**src/hdl/brace_group_command_tokenizer_macros.svh**
```systemverilog
// Assertion macros for the brace group command tokenizer.
// Used by the RTL modules under hdl; no other dependency.
`ifndef BRACE_GROUP_COMMAND_TOKENIZER_MACROS_SVH
`define BRACE_GROUP_COMMAND_TOKENIZER_MACROS_SVH
`ifndef SYNTHESIS
// Same-cycle implication, sampled on clk, off while rst_n is low.
`define BGCT_ASSERT_IMP(lbl, ante, cons) \
  lbl: assert property (@(posedge clk) disable iff (!rst_n) (ante) |-> (cons)) \
    else $error("bgct: implication check failed");
// Next-cycle implication.
`define BGCT_ASSERT_NXT(lbl, ante, cons) \
  lbl: assert property (@(posedge clk) disable iff (!rst_n) (ante) |=> (cons)) \
    else $error("bgct: next-cycle check failed");
`else
`define BGCT_ASSERT_IMP(lbl, ante, cons)
`define BGCT_ASSERT_NXT(lbl, ante, cons)
`endif
`endif

```
**src/hdl/bgct_pkg.sv**
```systemverilog
// Package for the brace group command tokenizer: types, codes, constants.
// No dependencies; imported by bgct_front, bgct_queue, bgct_back and the top.
package bgct_pkg;

  localparam int MAX_TOKENS_DEF = 16;
  localparam int LINE_BYTES_DEF = 256;

  // Command queue between parser and emitter (depth must be a power of two)
  localparam int QUEUE_DEPTH = 4;
  localparam int QPTR_W      = $clog2(QUEUE_DEPTH);

  localparam logic [7:0] CH_NUL    = 8'h00;
  localparam logic [7:0] CH_NL     = 8'h0A;
  localparam logic [7:0] CH_SPACE  = 8'h20;
  localparam logic [7:0] CH_LBRACE = 8'h7B;
  localparam logic [7:0] CH_RBRACE = 8'h7D;

  typedef enum logic [1:0] {
    MODE_BETWEEN = 2'd0,
    MODE_TOKEN   = 2'd1,
    MODE_GROUP   = 2'd2,
    MODE_SKIP    = 2'd3
  } mode_t;

  typedef enum logic [1:0] {
    ST_NORMAL   = 2'd0,
    ST_UNCLOSED = 2'd1,
    ST_LIMIT    = 2'd2,
    ST_LONG     = 2'd3
  } status_t;

  // One parser command: an optional token and an optional end item
  typedef struct packed {
    logic       has_tok;
    logic       has_end;
    logic [7:0] tok_start;
    logic [7:0] tok_len;
    logic [3:0] tok_num;
    logic       tok_grp;
    logic [4:0] total;
    status_t    status;
  } cmd_t;

  // One result item as presented on the output channel
  typedef struct packed {
    logic [7:0] token_start;
    logic [7:0] token_length;
    logic [3:0] token_number;
    logic       from_group;
    logic       end_of_line;
    logic [4:0] token_total;
    logic [1:0] line_status;
  } res_t;

endpackage

```
**src/hdl/bgct_ifs.sv**
```systemverilog
// Valid/ready channel interfaces for the tokenizer's byte input and result output.
// Depends on nothing.
interface bgct_in_if;
  logic       valid;
  logic       ready;
  logic [7:0] line_byte;

  modport source (output valid, output line_byte, input ready);
  modport sink   (input valid, input line_byte, output ready);
endinterface

interface bgct_out_if;
  logic       valid;
  logic       ready;
  logic [7:0] token_start;
  logic [7:0] token_length;
  logic [3:0] token_number;
  logic       from_group;
  logic       end_of_line;
  logic [4:0] token_total;
  logic [1:0] line_status;

  modport source (output valid, output token_start, output token_length,
                  output token_number, output from_group, output end_of_line,
                  output token_total, output line_status, input ready);
  modport sink   (input valid, input token_start, input token_length,
                  input token_number, input from_group, input end_of_line,
                  input token_total, input line_status, output ready);
endinterface

```
**src/hdl/bgct_front.sv**
```systemverilog
// Parser front end: takes one byte per cycle while the queue has room, tracks
// token state, pushes token/end commands. Uses bgct_pkg, bgct_in_if, macros.
`include "brace_group_command_tokenizer_macros.svh"
module bgct_front #(
  parameter int MAX_TOKENS = bgct_pkg::MAX_TOKENS_DEF,
  parameter int LINE_BYTES = bgct_pkg::LINE_BYTES_DEF
) (
  input  logic            clk,
  input  logic            rst_n,
  bgct_in_if.sink         in_if,
  input  logic            q_full,
  output logic            q_push,
  output bgct_pkg::cmd_t  q_cmd
);
  import bgct_pkg::*;

  localparam int POS_W = $clog2(LINE_BYTES);
  localparam int CNT_W = $clog2(MAX_TOKENS + 1);
  localparam logic [POS_W-1:0] LAST_POS = POS_W'(LINE_BYTES - 1);
  localparam logic [CNT_W-1:0] CNT_MAX  = CNT_W'(MAX_TOKENS);

  mode_t            mode_r, mode_nxt;
  status_t          stop_r, stop_nxt;
  logic [POS_W-1:0] pos_r, pos_nxt;
  logic [POS_W-1:0] open_r, open_nxt;
  logic [POS_W-1:0] gfirst_r, gfirst_nxt;
  logic [POS_W-1:0] glast_r, glast_nxt;
  logic             gseen_r, gseen_nxt;
  logic [CNT_W-1:0] cnt_r, cnt_nxt;

  logic             accept;
  logic [7:0]       b;
  logic             tok_v;
  logic             eol;
  logic [POS_W-1:0] tok_start;
  logic [POS_W-1:0] tok_len;
  logic             tok_grp;
  logic [CNT_W-1:0] cnt_inc;
  status_t          status_e;

  assign in_if.ready = !q_full;
  assign accept      = in_if.valid && !q_full;
  assign b           = in_if.line_byte;

  always_ff @(posedge clk) begin
    if (!rst_n) begin
      mode_r   <= MODE_BETWEEN;
      stop_r   <= ST_NORMAL;
      pos_r    <= '0;
      open_r   <= '0;
      gfirst_r <= '0;
      glast_r  <= '0;
      gseen_r  <= 1'b0;
      cnt_r    <= '0;
    end else begin
      mode_r   <= mode_nxt;
      stop_r   <= stop_nxt;
      pos_r    <= pos_nxt;
      open_r   <= open_nxt;
      gfirst_r <= gfirst_nxt;
      glast_r  <= glast_nxt;
      gseen_r  <= gseen_nxt;
      cnt_r    <= cnt_nxt;
    end
  end

  always_comb begin
    mode_nxt   = mode_r;
    stop_nxt   = stop_r;
    pos_nxt    = pos_r;
    open_nxt   = open_r;
    gfirst_nxt = gfirst_r;
    glast_nxt  = glast_r;
    gseen_nxt  = gseen_r;
    cnt_nxt    = cnt_r;
    tok_v      = 1'b0;
    eol        = 1'b0;
    tok_start  = '0;
    tok_len    = '0;
    tok_grp    = 1'b0;
    status_e   = stop_r;
    cnt_inc    = cnt_r;

    if (accept) begin
      priority if (b == CH_NUL) begin
        // end of line: flush an open token, close out, clear for next line
        eol = 1'b1;
        if (mode_r == MODE_TOKEN) begin
          tok_v     = 1'b1;
          tok_start = open_r;
          tok_len   = pos_r - open_r;
        end else if (mode_r == MODE_GROUP && stop_r == ST_NORMAL) begin
          status_e  = ST_UNCLOSED;
        end
        cnt_inc    = cnt_r + CNT_W'(tok_v);
        mode_nxt   = MODE_BETWEEN;
        stop_nxt   = ST_NORMAL;
        pos_nxt    = '0;
        open_nxt   = '0;
        gfirst_nxt = '0;
        glast_nxt  = '0;
        gseen_nxt  = 1'b0;
        cnt_nxt    = '0;
      end else if (mode_r == MODE_SKIP) begin
        // ignoring bytes until the zero byte
      end else if (pos_r >= LAST_POS) begin
        mode_nxt = MODE_SKIP;
        stop_nxt = ST_LONG;
      end else begin
        pos_nxt = pos_r + 1'b1;
        if (mode_r == MODE_GROUP) begin
          if (b == CH_RBRACE) begin
            if (gseen_r) begin
              tok_v     = 1'b1;
              tok_grp   = 1'b1;
              tok_start = gfirst_r;
              tok_len   = glast_r - gfirst_r + 1'b1;
            end
            mode_nxt = MODE_BETWEEN;
          end else if (b != CH_SPACE) begin
            if (!gseen_r) gfirst_nxt = pos_r;
            gseen_nxt = 1'b1;
            glast_nxt = pos_r;
          end
        end else if (b == CH_SPACE || b == CH_NL || b == CH_RBRACE) begin
          if (mode_r == MODE_TOKEN) begin
            tok_v     = 1'b1;
            tok_start = open_r;
            tok_len   = pos_r - open_r;
          end
          mode_nxt = MODE_BETWEEN;
        end else if (b == CH_LBRACE) begin
          if (mode_r == MODE_TOKEN) begin
            tok_v     = 1'b1;
            tok_start = open_r;
            tok_len   = pos_r - open_r;
          end
          mode_nxt   = MODE_GROUP;
          gseen_nxt  = 1'b0;
          gfirst_nxt = '0;
          glast_nxt  = '0;
        end else if (mode_r == MODE_BETWEEN) begin
          open_nxt = pos_r;
          mode_nxt = MODE_TOKEN;
        end
        cnt_inc = cnt_r + CNT_W'(tok_v);
        cnt_nxt = cnt_inc;
        // limit reached on a non-zero byte: drop the rest of the line
        if (cnt_inc >= CNT_MAX) begin
          mode_nxt = MODE_SKIP;
          stop_nxt = ST_LIMIT;
        end
      end
    end
  end

  assign q_push          = accept && (tok_v || eol);
  assign q_cmd.has_tok   = tok_v;
  assign q_cmd.has_end   = eol;
  assign q_cmd.tok_start = 8'(tok_start);
  assign q_cmd.tok_len   = 8'(tok_len);
  assign q_cmd.tok_num   = 4'(cnt_r);
  assign q_cmd.tok_grp   = tok_grp;
  assign q_cmd.total     = 5'(cnt_inc);
  assign q_cmd.status    = status_e;

  `BGCT_ASSERT_IMP(a_skip_has_reason, mode_r == MODE_SKIP, stop_r != ST_NORMAL)
  `BGCT_ASSERT_IMP(a_count_bound, 1'b1, cnt_r <= CNT_MAX)
  `BGCT_ASSERT_IMP(a_group_order, mode_r == MODE_GROUP && gseen_r, gfirst_r <= glast_r)
endmodule

```
**src/hdl/bgct_queue.sv**
```systemverilog
// Short command queue between parser and emitter, register storage.
// Uses bgct_pkg and the assertion macros.
`include "brace_group_command_tokenizer_macros.svh"
module bgct_queue (
  input  logic           clk,
  input  logic           rst_n,
  input  logic           push,
  input  bgct_pkg::cmd_t push_cmd,
  output logic           full,
  input  logic           pop,
  output bgct_pkg::cmd_t head,
  output logic           empty
);
  import bgct_pkg::*;

  localparam logic [QPTR_W:0] DEPTH = (QPTR_W + 1)'(QUEUE_DEPTH);

  cmd_t              mem_r [QUEUE_DEPTH];
  logic [QPTR_W-1:0] wr_r, wr_nxt;
  logic [QPTR_W-1:0] rd_r, rd_nxt;
  logic [QPTR_W:0]   cnt_r, cnt_nxt;

  assign full  = (cnt_r == DEPTH);
  assign empty = (cnt_r == '0);
  assign head  = mem_r[rd_r];

  always_comb begin
    wr_nxt  = push ? wr_r + 1'b1 : wr_r;
    rd_nxt  = pop ? rd_r + 1'b1 : rd_r;
    cnt_nxt = cnt_r + (QPTR_W + 1)'(push) - (QPTR_W + 1)'(pop);
  end

  always_ff @(posedge clk) begin
    if (!rst_n) begin
      wr_r  <= '0;
      rd_r  <= '0;
      cnt_r <= '0;
    end else begin
      wr_r  <= wr_nxt;
      rd_r  <= rd_nxt;
      cnt_r <= cnt_nxt;
    end
  end

  always_ff @(posedge clk) begin
    if (push) mem_r[wr_r] <= push_cmd;
  end

  `BGCT_ASSERT_IMP(a_no_overflow, push, !full)
  `BGCT_ASSERT_IMP(a_no_underflow, pop, !empty)
  `BGCT_ASSERT_IMP(a_count_bound, 1'b1, cnt_r <= DEPTH)
endmodule

```
**src/hdl/bgct_back.sv**
```systemverilog
// Result emitter: pops commands and drives the output register, splitting a
// command that holds a token and an end item into two items. Uses bgct_pkg.
`include "brace_group_command_tokenizer_macros.svh"
module bgct_back (
  input  logic           clk,
  input  logic           rst_n,
  input  logic           q_empty,
  input  bgct_pkg::cmd_t q_head,
  output logic           q_pop,
  bgct_out_if.source     out_if
);
  import bgct_pkg::*;

  logic       out_valid_r, out_valid_nxt;
  res_t       res_r, res_nxt;
  logic       pend_r, pend_nxt;
  logic [4:0] pend_total_r, pend_total_nxt;
  status_t    pend_status_r, pend_status_nxt;
  logic       load;

  function automatic res_t end_item(input logic [4:0] total, input status_t st);
    res_t r;
    r              = '0;
    r.end_of_line  = 1'b1;
    r.token_total  = total;
    r.line_status  = st;
    return r;
  endfunction

  assign load = !out_valid_r || out_if.ready;

  always_comb begin
    q_pop           = 1'b0;
    out_valid_nxt   = out_valid_r && !out_if.ready;
    res_nxt         = res_r;
    pend_nxt        = pend_r;
    pend_total_nxt  = pend_total_r;
    pend_status_nxt = pend_status_r;
    if (load) begin
      priority if (pend_r) begin
        out_valid_nxt = 1'b1;
        res_nxt       = end_item(pend_total_r, pend_status_r);
        pend_nxt      = 1'b0;
      end else if (!q_empty) begin
        q_pop           = 1'b1;
        out_valid_nxt   = 1'b1;
        pend_total_nxt  = q_head.total;
        pend_status_nxt = q_head.status;
        if (q_head.has_tok) begin
          res_nxt              = '0;
          res_nxt.token_start  = q_head.tok_start;
          res_nxt.token_length = q_head.tok_len;
          res_nxt.token_number = q_head.tok_num;
          res_nxt.from_group   = q_head.tok_grp;
          pend_nxt             = q_head.has_end;
        end else begin
          res_nxt = end_item(q_head.total, q_head.status);
        end
      end else begin
        // nothing owed and nothing queued: output register drains
      end
    end
  end

  always_ff @(posedge clk) begin
    if (!rst_n) begin
      out_valid_r <= 1'b0;
      pend_r      <= 1'b0;
    end else begin
      out_valid_r <= out_valid_nxt;
      pend_r      <= pend_nxt;
    end
  end

  always_ff @(posedge clk) begin
    res_r         <= res_nxt;
    pend_total_r  <= pend_total_nxt;
    pend_status_r <= pend_status_nxt;
  end

  assign out_if.valid        = out_valid_r;
  assign out_if.token_start  = res_r.token_start;
  assign out_if.token_length = res_r.token_length;
  assign out_if.token_number = res_r.token_number;
  assign out_if.from_group   = res_r.from_group;
  assign out_if.end_of_line  = res_r.end_of_line;
  assign out_if.token_total  = res_r.token_total;
  assign out_if.line_status  = res_r.line_status;

  `BGCT_ASSERT_IMP(a_pend_needs_out, pend_r, out_valid_r)
  `BGCT_ASSERT_IMP(a_pend_blocks_pop, pend_r, !q_pop)
  `BGCT_ASSERT_NXT(a_split_sets_pend, q_pop && q_head.has_tok && q_head.has_end, pend_r)
endmodule

```
**src/hdl/brace_group_command_tokenizer.sv**
```systemverilog
// Top level of the brace group command tokenizer.
// Depends on bgct_pkg, bgct_ifs, bgct_front, bgct_queue and bgct_back.
//
// Use: bytes of a line arrive on in_if (valid/ready, field line_byte), one
// item per byte; a zero byte ends the line. Results leave on out_if: one item
// per token (start offset, length, index, group flag) as its end is seen,
// then one end item per line carrying the token count and the line status.
// A result is registered first in a queue entry, then in the output register,
// before it is presented on out_if.
// Throughput: one byte per cycle while in_if.ready is high. A zero byte that
// closes a plain token yields two output items; the four-entry command queue
// absorbs this, and in_if.ready drops only when that queue is full.
// Reset (rst_n low, synchronous): the parser returns to the start of a line
// with no open token, and the queue and output register are emptied.
// Receiver stall: out_if holds its item while ready is low; the parser keeps
// accepting bytes until the queue fills, then back-pressures in_if.
module brace_group_command_tokenizer #(
  parameter int MAX_TOKENS = bgct_pkg::MAX_TOKENS_DEF,
  parameter int LINE_BYTES = bgct_pkg::LINE_BYTES_DEF
) (
  input  logic       clk,
  input  logic       rst_n,
  bgct_in_if.sink    in_if,
  bgct_out_if.source out_if
);
  import bgct_pkg::*;

  // Parser to queue
  logic q_push;
  cmd_t q_cmd;
  logic q_full;
  // Queue to emitter
  logic q_pop;
  cmd_t q_head;
  logic q_empty;

  // Front: classify each byte, keep offsets and counts, emit commands
  bgct_front #(
    .MAX_TOKENS (MAX_TOKENS),
    .LINE_BYTES (LINE_BYTES)
  ) u_front (
    .clk    (clk),
    .rst_n  (rst_n),
    .in_if  (in_if),
    .q_full (q_full),
    .q_push (q_push),
    .q_cmd  (q_cmd)
  );

  // Decoupling queue so a stalled receiver does not stop the parser at once
  bgct_queue u_queue (
    .clk      (clk),
    .rst_n    (rst_n),
    .push     (q_push),
    .push_cmd (q_cmd),
    .full     (q_full),
    .pop      (q_pop),
    .head     (q_head),
    .empty    (q_empty)
  );

  // Back: serialise commands onto the output channel
  bgct_back u_back (
    .clk     (clk),
    .rst_n   (rst_n),
    .q_empty (q_empty),
    .q_head  (q_head),
    .q_pop   (q_pop),
    .out_if  (out_if)
  );
endmodule
```
**src/flat_wrapper.sv**
```systemverilog
// flat-port wrapper written by rule: the top's interface ports become plain ports
module brace_group_command_tokenizer_flat import bgct_pkg::*;
#(
  parameter int MAX_TOKENS = bgct_pkg::MAX_TOKENS_DEF,
  parameter int LINE_BYTES = bgct_pkg::LINE_BYTES_DEF
)
  (clk, rst_n, in_if_valid, in_if_line_byte, in_if_ready, out_if_valid, out_if_token_start, out_if_token_length, out_if_token_number, out_if_from_group, out_if_end_of_line, out_if_token_total, out_if_line_status, out_if_ready);
  bgct_in_if in_if_i ();
  bgct_out_if out_if_i ();
  input  logic clk;
  input  logic rst_n;
  input wire logic [$bits(in_if_i.valid)-1:0] in_if_valid;
  input wire logic [$bits(in_if_i.line_byte)-1:0] in_if_line_byte;
  output wire logic [$bits(in_if_i.ready)-1:0] in_if_ready;
  output wire logic [$bits(out_if_i.valid)-1:0] out_if_valid;
  output wire logic [$bits(out_if_i.token_start)-1:0] out_if_token_start;
  output wire logic [$bits(out_if_i.token_length)-1:0] out_if_token_length;
  output wire logic [$bits(out_if_i.token_number)-1:0] out_if_token_number;
  output wire logic [$bits(out_if_i.from_group)-1:0] out_if_from_group;
  output wire logic [$bits(out_if_i.end_of_line)-1:0] out_if_end_of_line;
  output wire logic [$bits(out_if_i.token_total)-1:0] out_if_token_total;
  output wire logic [$bits(out_if_i.line_status)-1:0] out_if_line_status;
  input wire logic [$bits(out_if_i.ready)-1:0] out_if_ready;
  assign in_if_i.valid = in_if_valid;
  assign in_if_i.line_byte = in_if_line_byte;
  assign in_if_ready = in_if_i.ready;
  assign out_if_valid = out_if_i.valid;
  assign out_if_token_start = out_if_i.token_start;
  assign out_if_token_length = out_if_i.token_length;
  assign out_if_token_number = out_if_i.token_number;
  assign out_if_from_group = out_if_i.from_group;
  assign out_if_end_of_line = out_if_i.end_of_line;
  assign out_if_token_total = out_if_i.token_total;
  assign out_if_line_status = out_if_i.line_status;
  assign out_if_i.ready = out_if_ready;
  brace_group_command_tokenizer #(.MAX_TOKENS(MAX_TOKENS), .LINE_BYTES(LINE_BYTES)) u_core (.clk(clk), .rst_n(rst_n), .in_if(in_if_i), .out_if(out_if_i));
endmodule
```
**config.mk**
```make
export PLATFORM = sky130hd
export DESIGN_NAME = brace_group_command_tokenizer_flat
export DESIGN_NICKNAME = d
export VERILOG_FILES = /design/src/hdl/bgct_pkg.sv /design/src/hdl/bgct_ifs.sv /design/src/hdl/bgct_front.sv /design/src/hdl/bgct_queue.sv /design/src/hdl/bgct_back.sv /design/src/hdl/brace_group_command_tokenizer.sv /design/src/flat_wrapper.sv
export VERILOG_INCLUDE_DIRS = /design/src /design/src/hdl
export SDC_FILE = /design/constraint.sdc
export NUM_CORES = 1
export LEC_CHECK = 0
export ABC_AREA = 1
export CORE_ASPECT_RATIO = 1.4
export CORE_MARGIN = 4
export CORE_UTILIZATION = 55
export CTS_BUF_LIST = sky130_fd_sc_hd__clkbuf_8
export CTS_CLUSTER_SIZE = 30
export DETAILED_ROUTE_END_ITERATION = 10
export DONT_BUFFER_PORTS = 1
export GPL_ROUTABILITY_DRIVEN = 0
export GPL_TIMING_DRIVEN = 1
export MAX_ROUTING_LAYER = met4
export PLACE_DENSITY = 0.68
export SLEW_MARGIN = 0
export SYNTH_ARGS = -nofsm -noshare
export SYNTH_HDL_FRONTEND = slang
export SYNTH_SLANG_ARGS = --single-unit
```
**constraint.sdc**
```tcl
create_clock -name clk -period 3.5 [get_ports clk]
set_input_delay 0 -clock clk [delete_from_list [all_inputs] [get_ports clk]]
set_output_delay 0 -clock clk [all_outputs]
set_load 0.02 [all_outputs]
```
==> qor_table.md <==
| Step | Result | This run |
|:---|:---|:---|
| clocking | Maximum clock insertion buffer count | 3 |
| clocking | Clock latency reported for the late side of the worst-skew pair | 550 ps |
| logic synthesis | Count of distinct cell types in the synthesized netlist | 42 |
| clocking | Clock tree root driver cell | sky130_fd_sc_hd__clkbuf_8 |
| logic synthesis | Yosys synthesis warning count | 0 |
| logic synthesis | Synthesized flop and latch total | 209 |
| logic synthesis | Number of flops mapped to enable cells by yosys | 156 |
| sta | Remaining max-slew budget at the tightest pin | 0.576 |
| logic synthesis | FFs w/ async S/R, synth | 0 |
| setup path | Path type of the worst setup path | primary input to flip-flop |
| drt | Initial drt markers | 390 |
| cells and area | Net count reported at finish | 1022 |
| cells and area | Area Growth Syn to Fin | 9.74% |
| placed design | Number of I/O port buffers | 0 |
| logic synthesis | Synthesized netlist net count | 1000 |
| cells and area | Commonest cells after routing, fill and taps aside | 177 x sky130_fd_sc_hd__nor2_1, 156 x sky130_fd_sc_hd__edfxtp_1, 107 x sky130_fd_sc_hd__nand2_1, 102 x sky130_fd_sc_hd__inv_1, 87 x sky130_fd_sc_hd__o21ai_0 |
| setup path | CP Data Required Time | 3940 ps |
| floorplan | Effective utilization at floorplan | 0.563 |
| drt | DR WL/cell | 15.6 um |
| setup path | CP endpoint kind | flip-flop |
| logic synthesis | Share of synthesized area occupied by flip-flops and latches | 0.604 |
| setup path | WP data arrival | 3300 ps |
| clocking | Clock-pin slew on the worst setup and hold paths | 70 ps |
| power | Power density normalized to cell area | 662 nW/um^2 |
| clocking | Clock tree from TritonCTS | built |
| flow run | Maximum Capacitance Violations | 0 |
| floorplan | Count of standard-cell rows | 56 |
| drt | Via count normalized by instance count | 5.34 |
| placed design | HPWL reported at the end of detailed placement | 12.7 mm |
| global route | Initial antenna violation count | 0 |
| worst hold path | Cells on Worst Hold Path | 6 |
| sta | Portion of the clock cycle consumed by the worst path in the final layout | 0.818 |
| global route | GR met3 Demand/Resource | 0.0301 |
| global route | GRT overflow | 0 |
| cells and area | Non-filler cells in the finished layout | 1231 |
| sta | Highest achievable clock rate | 0.349 GHz |
| cells and area | Fraction of layout cells with a size suffix above 1 | 0.0921 |
| sta | Final hold viol count | 0 |
| cells and area | Fill count | 1369 |
| global route | Global routing usage on met1 | 0.236 |
| setup path | Crit path launch | in_if_line_byte[5] |
| floorplan | Core box area | 16900 um^2 |
| sta | Final min period | 2860 ps |
| sta | Max-slew violations | 0 |
| clocking | Post-CTS setup-driven buffer insertion count | 0 |
| floorplan | Chip Height | 164 um |
| cells and area | Area taken by flip-flops and latches | 5750 um^2 |
| global route | Largest net degree at the start of global routing | 59 |
| logic synthesis | Dominant synthesized flop cell | sky130_fd_sc_hd__edfxtp_1 |
| cells and area | Most common cell after layout, fill and taps aside | sky130_fd_sc_hd__nor2_1 |
| setup path | Path depth of the worst reg2reg path | 13 |
| cells and area | Layout Utilization | 0.618 |
| power | Total Power Consumption | 6.91 mW |
| drt | Residual antenna-violating net count after detailed routing | 0 |
| worst hold path | WHS Endpoint | u_core.u_front.pos_r[1] |
| floorplan | Die X | 119 um |
| logic synthesis | Number of instances in the synthesized netlist | 954 |
| drt | Detailed-router iteration count before antenna repair | 5 |
| global route | Vias in the first global route | 6462 |
| power | Peak supply drop | 339 uV |
| placed design | Number of placed cells counting well taps | 1165 |
| drt | Vias after detailed routing | 6573 |
| worst hold path | Hold Crit Class | primary input to flip-flop |
| cells and area | Multi-input combinational cell area | 3230 um^2 |
| setup path | Reg-to-reg endpoint | u_core.u_queue.cnt_r[0] |
| cells and area | Inserted Diodes | 0 |
| setup path | Reg2reg start | u_core.u_front.pos_r[1] |
| setup path | Startpoint kind of the worst setup timing path | primary input |
| power | Cell leakage power | 4.12 nW |
| setup path | CP max FO | 7 |
| clocking | Number of clock sinks | 209 |
| sta | Largest clock skew in the final design | 21.7 ps |
| logic synthesis | Cell area after technology mapping | 9510 um^2 |
| run status | Result of the run | finished, final reports clean |
| setup path | R2R Setup Slk | 660 ps |
| floorplan | Num ports | 43 |
| drt | Count of unresolved DRC violations after routing | 0 |
| clocking | Num CTS Buffers | 30 |
| clocking | Count of H-tree levels built during CTS | 1 |
| global route | Total Routing Usage GR | 0.207 |
| global route | Met2 Use GR | 0.374 |
| drt | Overall routed net length | 19.3 mm |
| floorplan | Floorplan die area | 19500 um^2 |
| logic synthesis | Average instance area after synthesis | 9.97 um^2 |
| worst hold path | Origin of the worst min-delay path | in_if_line_byte[1] |
| sta | Final setup TNS | 0 ps |
| sta | Setup violation total in the final timing report | 0 |
| sta | Unrepaired setup endpoints after global routing | no |
| global route | First-pass GRT wire length | 31.6 mm |
| sta | Pin slew with the least headroom to its limit | 636 ps |
| global route | GRT Max-Usage Layer | met2 |
[how the worst max path moves through the flow]
stage / slack [ps] / depth (start not counted) / to
2_1_floorplan: 620 / 8 / u_core.u_queue.mem_r[0][0]
3_3_place_gp: 870 / 15 / u_core.u_queue.cnt_r[2]
3_5_place_dp: 800 / 15 / u_core.u_queue.cnt_r[2]
4_1_cts: 680 / 13 / u_core.u_queue.cnt_r[0]
5_1_grt: 420 / 15 / u_core.u_queue.cnt_r[0]
6_report: 640 / 15 / u_core.u_queue.cnt_r[0]
[report_power, final]
group / leakage, nW / internal (mW) / total (mW) / switching (mW)
Combinational: 1.89 / 0.512 / 1.61 / 1.10
Clock: 0.337 / 0.919 / 1.80 / 0.877
Sequential: 1.89 / 3.13 / 3.50 / 0.374
Total: 4.12 / 4.56 / 6.91 / 2.35
[state kept, by name, indices dropped and copies added, names as in the netlist, 5 cells and up, named ones only]
register,flops
u_core.u_back.out_if.token_total,5
u_core.u_back.out_if.token_length,8
u_core.u_front.gfirst_r,8
u_core.u_front.glast_r,8
u_core.u_front.open_r,8
u_core.u_front.pos_r,8
u_core.u_back.out_if.token_start,8
u_core.u_back.pend_total_r,5
u_core.u_queue.mem_r,120
u_core.u_front.cnt_r,5
[worst max-delay path, cell delays in order]
cell                            delay [ps]
sky130_fd_sc_hd__dlygate4sd3_1         530
sky130_fd_sc_hd__nand2_1                50
sky130_fd_sc_hd__nor2_1                140
sky130_fd_sc_hd__dlygate4sd3_1         570
sky130_fd_sc_hd__nand2_1               100
sky130_fd_sc_hd__nand4_1               170
sky130_fd_sc_hd__nand2_1               120
sky130_fd_sc_hd__nand3_1               130
sky130_fd_sc_hd__nand2_1               200
sky130_fd_sc_hd__ha_1                  350
sky130_fd_sc_hd__inv_1                  40
sky130_fd_sc_hd__ha_1                  260
sky130_fd_sc_hd__nand2_1                60
sky130_fd_sc_hd__dlygate4sd3_1         540
sky130_fd_sc_hd__inv_1                  40
[per-layer routing]
metal	part of all wire	wire [um]
met5	0	0
met4	0.019	365
met3	0.046	886
met2	0.53	10100
met1	0.41	7870
[cells by family after synthesis]
group	count (synthesis)	synth area share
XOR/XNOR	17	0.0157
buffers and inverters	137	0.0572
AND/OR/NAND/NOR	357	0.162
flip-flops	209	0.604
AO/OA/AOI/OAI	200	0.114
adder cells (fa/ha/maj)	34	0.0471
[cell type report]
| type | count | area share |
|---|---|---|
| flip-flops and latches | 209 | 0.551 |
| multi-input cells | 608 | 0.309 |
| clock buffers | 32 | 0.0422 |
| inverters | 105 | 0.0385 |
| well taps | 232 | 0.0278 |
| repair buffers | 22 | 0.0194 |
| clock inverters | 23 | 0.0119 |
[per-stage QoR]
step	worst slack, ps	area [um^2]	hold WS (ps)
2_1_floorplan	616	9510	173
3_3_place_gp	868	9750	99.0
3_5_place_dp	802	9750	103
4_1_cts	679	10400	36.8
5_1_grt	424	10400	87.3
6_report	636	10400	61.8
[Yosys cell counts (9+ instances only)]
| library cell | count | share of area |
|---|---|---|
| sky130_fd_sc_hd__nor2_1 | 181 | 0.071 |
| sky130_fd_sc_hd__edfxtp_1 | 156 | 0.49 |
| sky130_fd_sc_hd__nand2_1 | 107 | 0.042 |
| sky130_fd_sc_hd__inv_1 | 92 | 0.036 |
| sky130_fd_sc_hd__o21ai_0 | 87 | 0.046 |
| sky130_fd_sc_hd__a21oi_1 | 68 | 0.036 |
| sky130_fd_sc_hd__dfxtp_1 | 53 | 0.11 |
| sky130_fd_sc_hd__nand3_1 | 33 | 0.017 |
| sky130_fd_sc_hd__ha_1 | 31 | 0.041 |
| sky130_fd_sc_hd__clkbuf_1 | 23 | 0.0091 |
| sky130_fd_sc_hd__o22ai_1 | 16 | 0.011 |
| sky130_fd_sc_hd__xor2_1 | 11 | 0.010 |
| sky130_fd_sc_hd__o21ai_1 | 10 | 0.0053 |
| sky130_fd_sc_hd__inv_2 | 9 | 0.0036 |
[what timing repair did]
action / CTS / global route
hold buffers: 11 / 0
endpoints found under the hold margin: 58 / 0
endpoints found under the setup margin: 0 / 0
gates resized for setup: 0 / 0
No activity file was read; power rests on OpenSTA's default activity.
